`config.mk`:
```
export PLATFORM = sky130hd
export DESIGN_NAME = event_rate_meter_three_window
export DESIGN_NICKNAME = d
export VERILOG_FILES = /design/src/hw/rtl/ermtw_pkg.sv /design/src/hw/rtl/event_rate_meter_three_window.sv
export SDC_FILE = /design/constraint.sdc
export NUM_CORES = 2
export LEC_CHECK = 0
export BUFFER_PORTS_ARGS = -buffer_cell sky130_fd_sc_hd__buf_2
export CORE_MARGIN = 4
export CORE_UTILIZATION = 60
export CTS_CLUSTER_DIAMETER = 50
export DETAILED_ROUTE_END_ITERATION = 8
export PLACE_DENSITY_LB_ADDON = 0.08
export SYNTH_ARGS = -nofsm -noshare
export SYNTH_HDL_FRONTEND = slang
export SYNTH_SLANG_ARGS = --single-unit
export TNS_END_PERCENT = 20
```
`constraint.sdc`:
```
create_clock -name clk_i -period 27 [get_ports clk_i]
set_input_delay 0 -clock clk_i [delete_from_list [all_inputs] [get_ports clk_i]]
set_output_delay 0 -clock clk_i [all_outputs]
set_load 0.01 [all_outputs]
```
`src/hw/rtl/ermtw_pkg.sv`:
```
// ----------------------------------------------------------------------------
// Event rate meter package
// Widths, reset values and register indexes shared by the meter and checker.
// ----------------------------------------------------------------------------
package ermtw_pkg;

  localparam int unsigned RATE_FRAC_BITS = 8;
  localparam int unsigned RATE_W         = 32;

  localparam int unsigned TICK_RATE_W = 20;
  localparam int unsigned WIN_W       = 24;
  localparam int unsigned TOT_TICKS_W = 40;
  localparam int unsigned TOT_EVENTS_W = 48;
  localparam int unsigned WIN_SUM_W   = 40;

  localparam int unsigned CFG_IDX_W  = 2;
  localparam int unsigned CFG_DATA_W = 24;

  localparam logic [CFG_IDX_W-1:0] REG_TICK_RATE  = 2'd0;
  localparam logic [CFG_IDX_W-1:0] REG_SHORT_WIN  = 2'd1;
  localparam logic [CFG_IDX_W-1:0] REG_LONG_WIN   = 2'd2;

  localparam logic [TICK_RATE_W-1:0] TICK_RATE_RST = 20'd1000;
  localparam logic [WIN_W-1:0]       SHORT_WIN_RST = 24'd1000;
  localparam logic [WIN_W-1:0]       LONG_WIN_RST  = 24'd5000;

  // result word: overall, short, long, short_closed, long_closed
  localparam int unsigned OUT_USED_W  = 3 * RATE_W + 2;
  localparam int unsigned OUT_TDATA_W = ((OUT_USED_W + 7) / 8) * 8;
  localparam int unsigned OUT_PAD_W   = OUT_TDATA_W - OUT_USED_W;

  // scaled product and long division
  localparam int unsigned MUL_A_W  = 24;
  localparam int unsigned PROD_W   = TOT_EVENTS_W + TICK_RATE_W;
  localparam int unsigned SHP_W    = PROD_W + RATE_FRAC_BITS;
  localparam int unsigned PHI_W    = SHP_W - RATE_W;
  localparam int unsigned DIV_W    = TOT_TICKS_W;
  localparam int unsigned CMP_W    = (PHI_W > DIV_W + 1) ? PHI_W : DIV_W + 1;
  localparam int unsigned DIV_STEPS = RATE_W;
  localparam int unsigned STEP_W   = $clog2(DIV_STEPS);

endpackage

```
`src/hw/rtl/event_rate_meter_three_window.sv`:
```
// ----------------------------------------------------------------------------
// Three-window event rate meter
// Per base tick: running average rate and short/long window rates, Q24.8
// events per second, via one shared multiplier and one shared subtractor.
// ----------------------------------------------------------------------------
//  channel   | direction | handshake            | payload
//  s_axis    | in        | tvalid/tready        | tdata[EVENT_BITS-1:0] event_count
//  m_axis    | out       | tvalid/tready        | tdata: rates and closed flags
//  cfg       | in        | cfg_we_i             | cfg_idx_i, cfg_data_i
//
// Each word computes the overall rate plus one rate per window that closes:
// each rate is a low and a high multiply step, one range check, 32 divide
// steps on the shared subtractor and one store; a saturating rate skips its
// divide steps. Input is not ready while a word is in work.
// A finished result waits in the output register; the next word is taken
// meanwhile and its result holds until the register is free.
// Reset loads the default configuration and clears all accumulators.
// ----------------------------------------------------------------------------
module event_rate_meter_three_window #(
  parameter int unsigned EVENT_BITS = 16
) (
  input  logic                                clk_i,
  input  logic                                rst_ni,
  input  logic                                s_axis_tvalid,
  output logic                                s_axis_tready,
  // event_count in [EVENT_BITS-1:0], zero pad above
  input  logic [((EVENT_BITS+7)/8)*8-1:0]     s_axis_tdata,
  output logic                                m_axis_tvalid,
  input  logic                                m_axis_tready,
  // overall_rate, short_rate, long_rate, short_closed, long_closed, zero pad
  output logic [ermtw_pkg::OUT_TDATA_W-1:0]   m_axis_tdata,
  input  logic                                cfg_we_i,
  input  logic [ermtw_pkg::CFG_IDX_W-1:0]     cfg_idx_i,
  input  logic [ermtw_pkg::CFG_DATA_W-1:0]    cfg_data_i
);
  import ermtw_pkg::*;

  typedef enum logic [2:0] {
    ST_IDLE, ST_ACCUM, ST_MUL_LO, ST_MUL_HI, ST_CHECK, ST_DIV, ST_STORE, ST_DONE
  } state_e;

  typedef enum logic [1:0] {JOB_SHORT, JOB_LONG, JOB_OVERALL} job_e;

  state_e state_q;
  job_e   job_q;

  logic [TICK_RATE_W-1:0]  tick_rate_q;
  logic [WIN_W-1:0]        short_win_q;
  logic [WIN_W-1:0]        long_win_q;

  logic [EVENT_BITS-1:0]   ev_q;
  logic [TOT_TICKS_W-1:0]  total_ticks_q;
  logic [TOT_EVENTS_W-1:0] total_events_q;
  logic [WIN_W-1:0]        short_cnt_q;
  logic [WIN_SUM_W-1:0]    short_sum_q;
  logic [WIN_SUM_W-1:0]    short_snap_q;
  logic [WIN_W-1:0]        long_cnt_q;
  logic [WIN_SUM_W-1:0]    long_sum_q;
  logic [WIN_SUM_W-1:0]    long_snap_q;
  logic                    s_closed_q;
  logic                    l_closed_q;

  logic [RATE_W-1:0]       held_short_q;
  logic [RATE_W-1:0]       held_long_q;
  logic [RATE_W-1:0]       overall_q;

  logic [PROD_W-1:0]       prod_q;
  logic [DIV_W-1:0]        rem_q;
  logic [RATE_W-1:0]       quo_q;
  logic [STEP_W-1:0]       step_q;

  logic                    m_valid_q;
  logic [OUT_TDATA_W-1:0]  m_data_q;

  // ---- input capture
  logic [EVENT_BITS-1:0] ev_raw;
  assign ev_raw = s_axis_tdata[EVENT_BITS-1:0];

  // ---- accumulator update
  logic                    tot_full;
  logic [TOT_EVENTS_W:0]   tot_ev_sum;
  logic [TOT_EVENTS_W-1:0] tot_ev_next;
  logic [WIN_W-1:0]        short_cnt_inc;
  logic [WIN_SUM_W:0]      short_sum_raw;
  logic [WIN_SUM_W-1:0]    short_sum_inc;
  logic                    short_close;
  logic [WIN_W-1:0]        long_cnt_inc;
  logic [WIN_SUM_W:0]      long_sum_raw;
  logic [WIN_SUM_W-1:0]    long_sum_inc;
  logic                    long_close;

  always_comb begin
    tot_full      = &total_ticks_q;
    tot_ev_sum    = {1'b0, total_events_q} + (TOT_EVENTS_W+1)'(ev_q);
    tot_ev_next   = tot_ev_sum[TOT_EVENTS_W] ? '1 : tot_ev_sum[TOT_EVENTS_W-1:0];
    short_cnt_inc = short_cnt_q + WIN_W'(1);
    short_sum_raw = {1'b0, short_sum_q} + (WIN_SUM_W+1)'(ev_q);
    short_sum_inc = short_sum_raw[WIN_SUM_W] ? '1 : short_sum_raw[WIN_SUM_W-1:0];
    short_close   = short_cnt_inc >= short_win_q;
    long_cnt_inc  = long_cnt_q + WIN_W'(1);
    long_sum_raw  = {1'b0, long_sum_q} + (WIN_SUM_W+1)'(ev_q);
    long_sum_inc  = long_sum_raw[WIN_SUM_W] ? '1 : long_sum_raw[WIN_SUM_W-1:0];
    long_close    = long_cnt_inc >= long_win_q;
  end

  // ---- shared multiplier and subtractor
  logic [TOT_EVENTS_W-1:0]       op_a;
  logic [DIV_W-1:0]              op_d;
  logic [MUL_A_W-1:0]            mul_a;
  logic [MUL_A_W+TICK_RATE_W-1:0] mul_p;
  logic [SHP_W-1:0]              shp;
  logic [CMP_W-1:0]              cmp_a;
  logic [CMP_W-1:0]              cmp_b;
  logic [CMP_W-1:0]              cmp_diff;
  logic                          cmp_ge;

  always_comb begin
    case (job_q)
      JOB_SHORT: begin
        op_a = TOT_EVENTS_W'(short_snap_q);
        op_d = DIV_W'(short_win_q);
      end
      JOB_LONG: begin
        op_a = TOT_EVENTS_W'(long_snap_q);
        op_d = DIV_W'(long_win_q);
      end
      default: begin
        op_a = total_events_q;
        op_d = total_ticks_q;
      end
    endcase
    mul_a = (state_q == ST_MUL_HI) ? op_a[TOT_EVENTS_W-1:MUL_A_W] : op_a[MUL_A_W-1:0];
    mul_p = (MUL_A_W+TICK_RATE_W)'(mul_a) * (MUL_A_W+TICK_RATE_W)'(tick_rate_q);
    shp   = SHP_W'(prod_q) << RATE_FRAC_BITS;
    if (state_q == ST_CHECK) begin
      cmp_a = CMP_W'(shp[SHP_W-1:RATE_W]);
    end else begin
      cmp_a = CMP_W'({rem_q, quo_q[RATE_W-1]});
    end
    cmp_b    = CMP_W'(op_d);
    cmp_ge   = cmp_a >= cmp_b;
    cmp_diff = cmp_a - cmp_b;
  end

  // ---- configuration decode
  logic cfg_hit;
  always_comb begin
    case (cfg_idx_i)
      REG_TICK_RATE: cfg_hit = cfg_we_i && (cfg_data_i[TICK_RATE_W-1:0] != '0);
      REG_SHORT_WIN: cfg_hit = cfg_we_i && (cfg_data_i[WIN_W-1:0] != '0);
      REG_LONG_WIN:  cfg_hit = cfg_we_i && (cfg_data_i[WIN_W-1:0] != '0);
      default:       cfg_hit = 1'b0;
    endcase
  end

  always_ff @(posedge clk_i or negedge rst_ni) begin
    if (!rst_ni) begin
      state_q        <= ST_IDLE;
      job_q          <= JOB_OVERALL;
      tick_rate_q    <= TICK_RATE_RST;
      short_win_q    <= SHORT_WIN_RST;
      long_win_q     <= LONG_WIN_RST;
      ev_q           <= '0;
      total_ticks_q  <= '0;
      total_events_q <= '0;
      short_cnt_q    <= '0;
      short_sum_q    <= '0;
      short_snap_q   <= '0;
      long_cnt_q     <= '0;
      long_sum_q     <= '0;
      long_snap_q    <= '0;
      s_closed_q     <= 1'b0;
      l_closed_q     <= 1'b0;
      held_short_q   <= '0;
      held_long_q    <= '0;
      overall_q      <= '0;
      prod_q         <= '0;
      rem_q          <= '0;
      quo_q          <= '0;
      step_q         <= '0;
      m_valid_q      <= 1'b0;
      m_data_q       <= '0;
    end else begin
      if (cfg_hit) begin
        case (cfg_idx_i)
          REG_TICK_RATE: tick_rate_q <= cfg_data_i[TICK_RATE_W-1:0];
          REG_SHORT_WIN: short_win_q <= cfg_data_i[WIN_W-1:0];
          default:       long_win_q  <= cfg_data_i[WIN_W-1:0];
        endcase
        total_ticks_q  <= '0;
        total_events_q <= '0;
        short_cnt_q    <= '0;
        short_sum_q    <= '0;
        long_cnt_q     <= '0;
        long_sum_q     <= '0;
      end

      if (m_valid_q && m_axis_tready && (state_q != ST_DONE)) begin
        m_valid_q <= 1'b0;
      end

      case (state_q)
        ST_IDLE: begin
          if (s_axis_tvalid) begin
            // drop negative counts
            ev_q    <= ev_raw[EVENT_BITS-1] ? '0 : ev_raw;
            state_q <= ST_ACCUM;
          end
        end
        ST_ACCUM: begin
          if (!tot_full) begin
            total_ticks_q  <= total_ticks_q + TOT_TICKS_W'(1);
            total_events_q <= tot_ev_next;
          end
          s_closed_q <= short_close;
          l_closed_q <= long_close;
          if (short_close) begin
            short_snap_q <= short_sum_inc;
            short_cnt_q  <= '0;
            short_sum_q  <= '0;
          end else begin
            short_cnt_q  <= short_cnt_inc;
            short_sum_q  <= short_sum_inc;
          end
          if (long_close) begin
            long_snap_q <= long_sum_inc;
            long_cnt_q  <= '0;
            long_sum_q  <= '0;
          end else begin
            long_cnt_q  <= long_cnt_inc;
            long_sum_q  <= long_sum_inc;
          end
          if (short_close) begin
            job_q <= JOB_SHORT;
          end else if (long_close) begin
            job_q <= JOB_LONG;
          end else begin
            job_q <= JOB_OVERALL;
          end
          state_q <= ST_MUL_LO;
        end
        ST_MUL_LO: begin
          prod_q  <= PROD_W'(mul_p);
          state_q <= ST_MUL_HI;
        end
        ST_MUL_HI: begin
          prod_q  <= prod_q + (PROD_W'(mul_p) << MUL_A_W);
          state_q <= ST_CHECK;
        end
        ST_CHECK: begin
          if (cmp_ge) begin
            // saturate
            quo_q   <= '1;
            state_q <= ST_STORE;
          end else begin
            rem_q   <= shp[RATE_W+DIV_W-1:RATE_W];
            quo_q   <= shp[RATE_W-1:0];
            step_q  <= '0;
            state_q <= ST_DIV;
          end
        end
        ST_DIV: begin
          rem_q  <= cmp_ge ? cmp_diff[DIV_W-1:0] : {rem_q[DIV_W-2:0], quo_q[RATE_W-1]};
          quo_q  <= {quo_q[RATE_W-2:0], cmp_ge};
          step_q <= step_q + STEP_W'(1);
          if (step_q == STEP_W'(DIV_STEPS - 1)) begin
            state_q <= ST_STORE;
          end
        end
        ST_STORE: begin
          state_q <= ST_MUL_LO;
          case (job_q)
            JOB_SHORT: begin
              held_short_q <= quo_q;
              job_q        <= l_closed_q ? JOB_LONG : JOB_OVERALL;
            end
            JOB_LONG: begin
              held_long_q <= quo_q;
              job_q       <= JOB_OVERALL;
            end
            default: begin
              overall_q <= quo_q;
              state_q   <= ST_DONE;
            end
          endcase
        end
        ST_DONE: begin
          if (!m_valid_q || m_axis_tready) begin
            m_valid_q <= 1'b1;
            m_data_q  <= {{OUT_PAD_W{1'b0}}, l_closed_q, s_closed_q,
                          held_long_q, held_short_q, overall_q};
            state_q   <= ST_IDLE;
          end
        end
        default: state_q <= ST_IDLE;
      endcase
    end
  end

  assign s_axis_tready = (state_q == ST_IDLE);
  assign m_axis_tvalid = m_valid_q;
  assign m_axis_tdata  = m_data_q;

endmodule

```
==> impl_metrics.tcl <==
set metrics [dict create \
    drive_gt1_frac 0.135 \
    finalInstanceArea_um2 63500 \
    slew-limit-headroom 0.174 \
    gr-total-overflow 0 \
    timing.final.crit_share 0.443 \
    cts.sinks 726 \
    die-area_um2 101000 \
    synth_edf_count 0 \
    synth_top_area_share 0.309 \
    avgSynthCellArea_um2 9.42 \
    synthArstFlopShare 1.00 \
    ioPinCount 153 \
    dpl.hpwl_mm 117 \
    place_area_um2 59300 \
    cp.arrival_ps 12520 \
    core_um2 95000 \
    initialDrtViolationCount 3626 \
    final_common_cell "nand2_1" \
    cp_common_cell "fa_1" \
    detail_route.wl_per_cell_um 21.3 \
    vias_per_cell 6.04 \
    cts_inserted_buffers 95 \
    setup_viol 0 \
    r2r_cells 39 \
    place.gp.congestion 0.958 \
    worst-path-buf-inv 6 \
    vias 45273 \
    outcome "complete, no violations" \
    area_growth_syn_to_layout_pct 10.6 \
    worstSetupStartpointType "register" \
    seq_area_frac_synth 0.317 \
    drtAntennaViolNets 0 \
    die_h_um 317 \
    synth_area_um2 57400 \
    finalHoldViolations 0 \
    die_x_um 317 \
    cp_top_family "adder cells" \
    cts_buffer_depth 3 \
    synth_seq_cells 726 \
    finalMaxSlewViolations 0 \
    grt_start_max_net_pins 153 \
    crit_path_max_incr_delay_ps 780 \
    post-place-ws_ps 15160 \
    reg2reg_to "prod_q[67]$_DFFE_PN0P_" \
    antenna_found_initial 1 \
    port_buffers 146 \
    layout_common_cells "750 x nand2_1, 706 x dfrtp_1, 549 x inv_1" \
    ys_types 103 \
    min_path_type "in -> reg" \
    min_from "cfg_we_i" \
    ys.warnings.count 0 \
    drc 0 \
    firstDrtPassIters 5 \
    ys.flop_type "dfrtp_1" \
    required_ps 27560 \
    cts.clk_slew.worst_paths_ps 70 \
    postSynthCellCount 6094 \
    clk_root_buffer_cell "clkbuf_16" \
    wirelength_mm 160 \
    critPathSlowestCell "a31oi_4" \
    h-tree-depth 3 \
    criticalPathCategory "reg -> reg" \
    fin_nets 6931 \
    grt_pass1_vias 45430 \
    fillCellCount 7706 \
    setup_slack_ps 15040 \
    tns_ps 0 \
    post-cts-setup-buffers 0 \
    synth_top_area_cell "dfrtp_1" \
    initial_core_util 0.604 \
    cts_tree "done" \
    drv_cap 0 \
    clk_latency_ps 700 \
    grt_pass1_wl_mm 255 \
    worst_setup_path_end_kind "register" \
    holdWs_ps 96.8 \
    hold_end "total_events_q[8]$_DFF_PN0_" \
    synthTopCellsByArea "dfrtp_1 31%, fa_1 14%, ha_1 7.4%" \
    rsz0062_at_grt "false" \
    fp-row-count 113 \
    hold_depth 6 \
    period_minus_slack_ps 11960 \
    grt.total_usage 0.320 \
    ff2ff_setup_slack_ps 15040 \
    max_freq_mhz 83.6 \
    clock_skew_ps 77.9 \
    r2r-start "state_q[2]$_DFFE_PN0P_" \
    tightest_slew_ps 1230 \
    crit_fanout 50 \
]
-- timing repair --
item | CTS | global route
hold buffers | 59 | 0
resized for setup | 0 | 0
endpoints found under the hold margin | 173 | 0
-- worst max path at each step --
stage / start / endpoint / slack (ps) / cells after the start
floorplan: state_q[2]$_DFFE_PN0P_ / prod_q[67]$_DFFE_PN0P_ / 17150 / 39
global placement: state_q[2]$_DFFE_PN0P_ / prod_q[67]$_DFFE_PN0P_ / 15370 / 39
detailed placement: state_q[2]$_DFFE_PN0P_ / prod_q[67]$_DFFE_PN0P_ / 15160 / 39
CTS: state_q[2]$_DFFE_PN0P_ / prod_q[67]$_DFFE_PN0P_ / 15120 / 39
global route: state_q[2]$_DFFE_PN0P_ / prod_q[62]$_DFFE_PN0P_ / 14410 / 37
finish: state_q[2]$_DFFE_PN0P_ / prod_q[67]$_DFFE_PN0P_ / 15040 / 39
-- metal layers --
| metal | vias up | GRT usage | share of wire | wire (µm) |
|---|---|---|---|---|
| met1 | 22770 | 0.434 | 0.42 | 67600 |
| met3 | 290 | 0.0401 | 0.055 | 8840 |
| met2 | 1339 | 0.534 | 0.48 | 77100 |
| li1 | 20872 | - | - | - |
| met4 | 2 | 0.113 | 0.037 | 5930 |
| met5 | - | 0 | 0.000082 | 13 |
-- registers in the layout, indices dropped and copies added, names as in the netlist, 32 cells and up --
register        cells
held_short_q       32
overall_q          32
total_events_q     48
prod_q             68
total_ticks_q      40
short_sum_q        40
short_snap_q       40
held_long_q        32
m_axis_tdata       98
rem_q              40
long_sum_q         40
long_snap_q        40
quo_q              32
-- final cells by class --
cell class,count,area [µm²],share of cell area
timing repair buffer,281,1930,0.0304
sequential,726,18200,0.286
inverter,550,2060,0.0325
antenna,1,2.50,0.0000394
clock buffer,109,2560,0.0403
clock inverter,68,1010,0.0159
multi-input combinational,4494,36200,0.569
tap,1265,1580,0.0249
-- cells by family after synthesis --
| kind of cell | after synthesis | share of synthesized area |
|---|---|---|
| AND/OR/NAND/NOR | 1831 | 0.152 |
| buffers and inverters | 879 | 0.0591 |
| multiplexers | 418 | 0.0833 |
| AO/OA/AOI/OAI | 1268 | 0.141 |
| adder cells (fa/ha/maj) | 736 | 0.212 |
| flip-flops | 726 | 0.317 |
| other | 1 | 0.0000653 |
| XOR/XNOR | 235 | 0.0358 |
-- synthesized netlist by cell type (9+ instances only) --
cell type	n
a211oi_1	32
a21oi_1	280
a31o_2	15
fa_1	397
a31oi_1	62
xnor2_1	150
a41oi_1	9
nand3_1	125
and4_1	11
a22oi_1	9
nor4_1	18
xor2_1	85
nor2b_1	74
and3_1	83
or3_1	43
o211ai_1	31
o21ai_1	9
a21boi_0	9
mux4_2	16
o22ai_1	11
inv_1	550
o21ai_0	399
dfstp_2	18
o21bai_1	26
nor2_1	305
dfrtp_1	708
o21a_1	35
nand2b_1	52
buf_4	10
a22o_1	62
a2111oi_0	9
a311oi_1	13
ha_1	339
nor3_1	53
clkbuf_1	266
mux2_2	318
and2_1	230
buf_1	18
buf_2	33
o31ai_1	47
nand2_1	754
nand4_1	43
mux2i_1	83
a21o_1	120
-- per-stage QoR --
step,std cells,utilization
2_1_floorplan,6099,-
3_3_place_gp,7257,0.624
3_5_place_dp,7257,0.624
4_1_cts,7493,0.668
5_1_grt,7493,0.668
6_report,7494,0.668
-- worst reg2reg max path: cells and delay by family (launching register included) --
kind                     cells  cell delay [ps]
multiplexers                 2              480
adder cells (fa/ha/maj)      9             4110
buffers and inverters        6             1110
flip-flops                   1              520
AO/OA/AOI/OAI               12             3390
AND/OR/NAND/NOR             10             2220
Power is left out: the tool's default activity adds up to more than one toggle a clock period on the data nets, which glitch-free logic cannot reach.
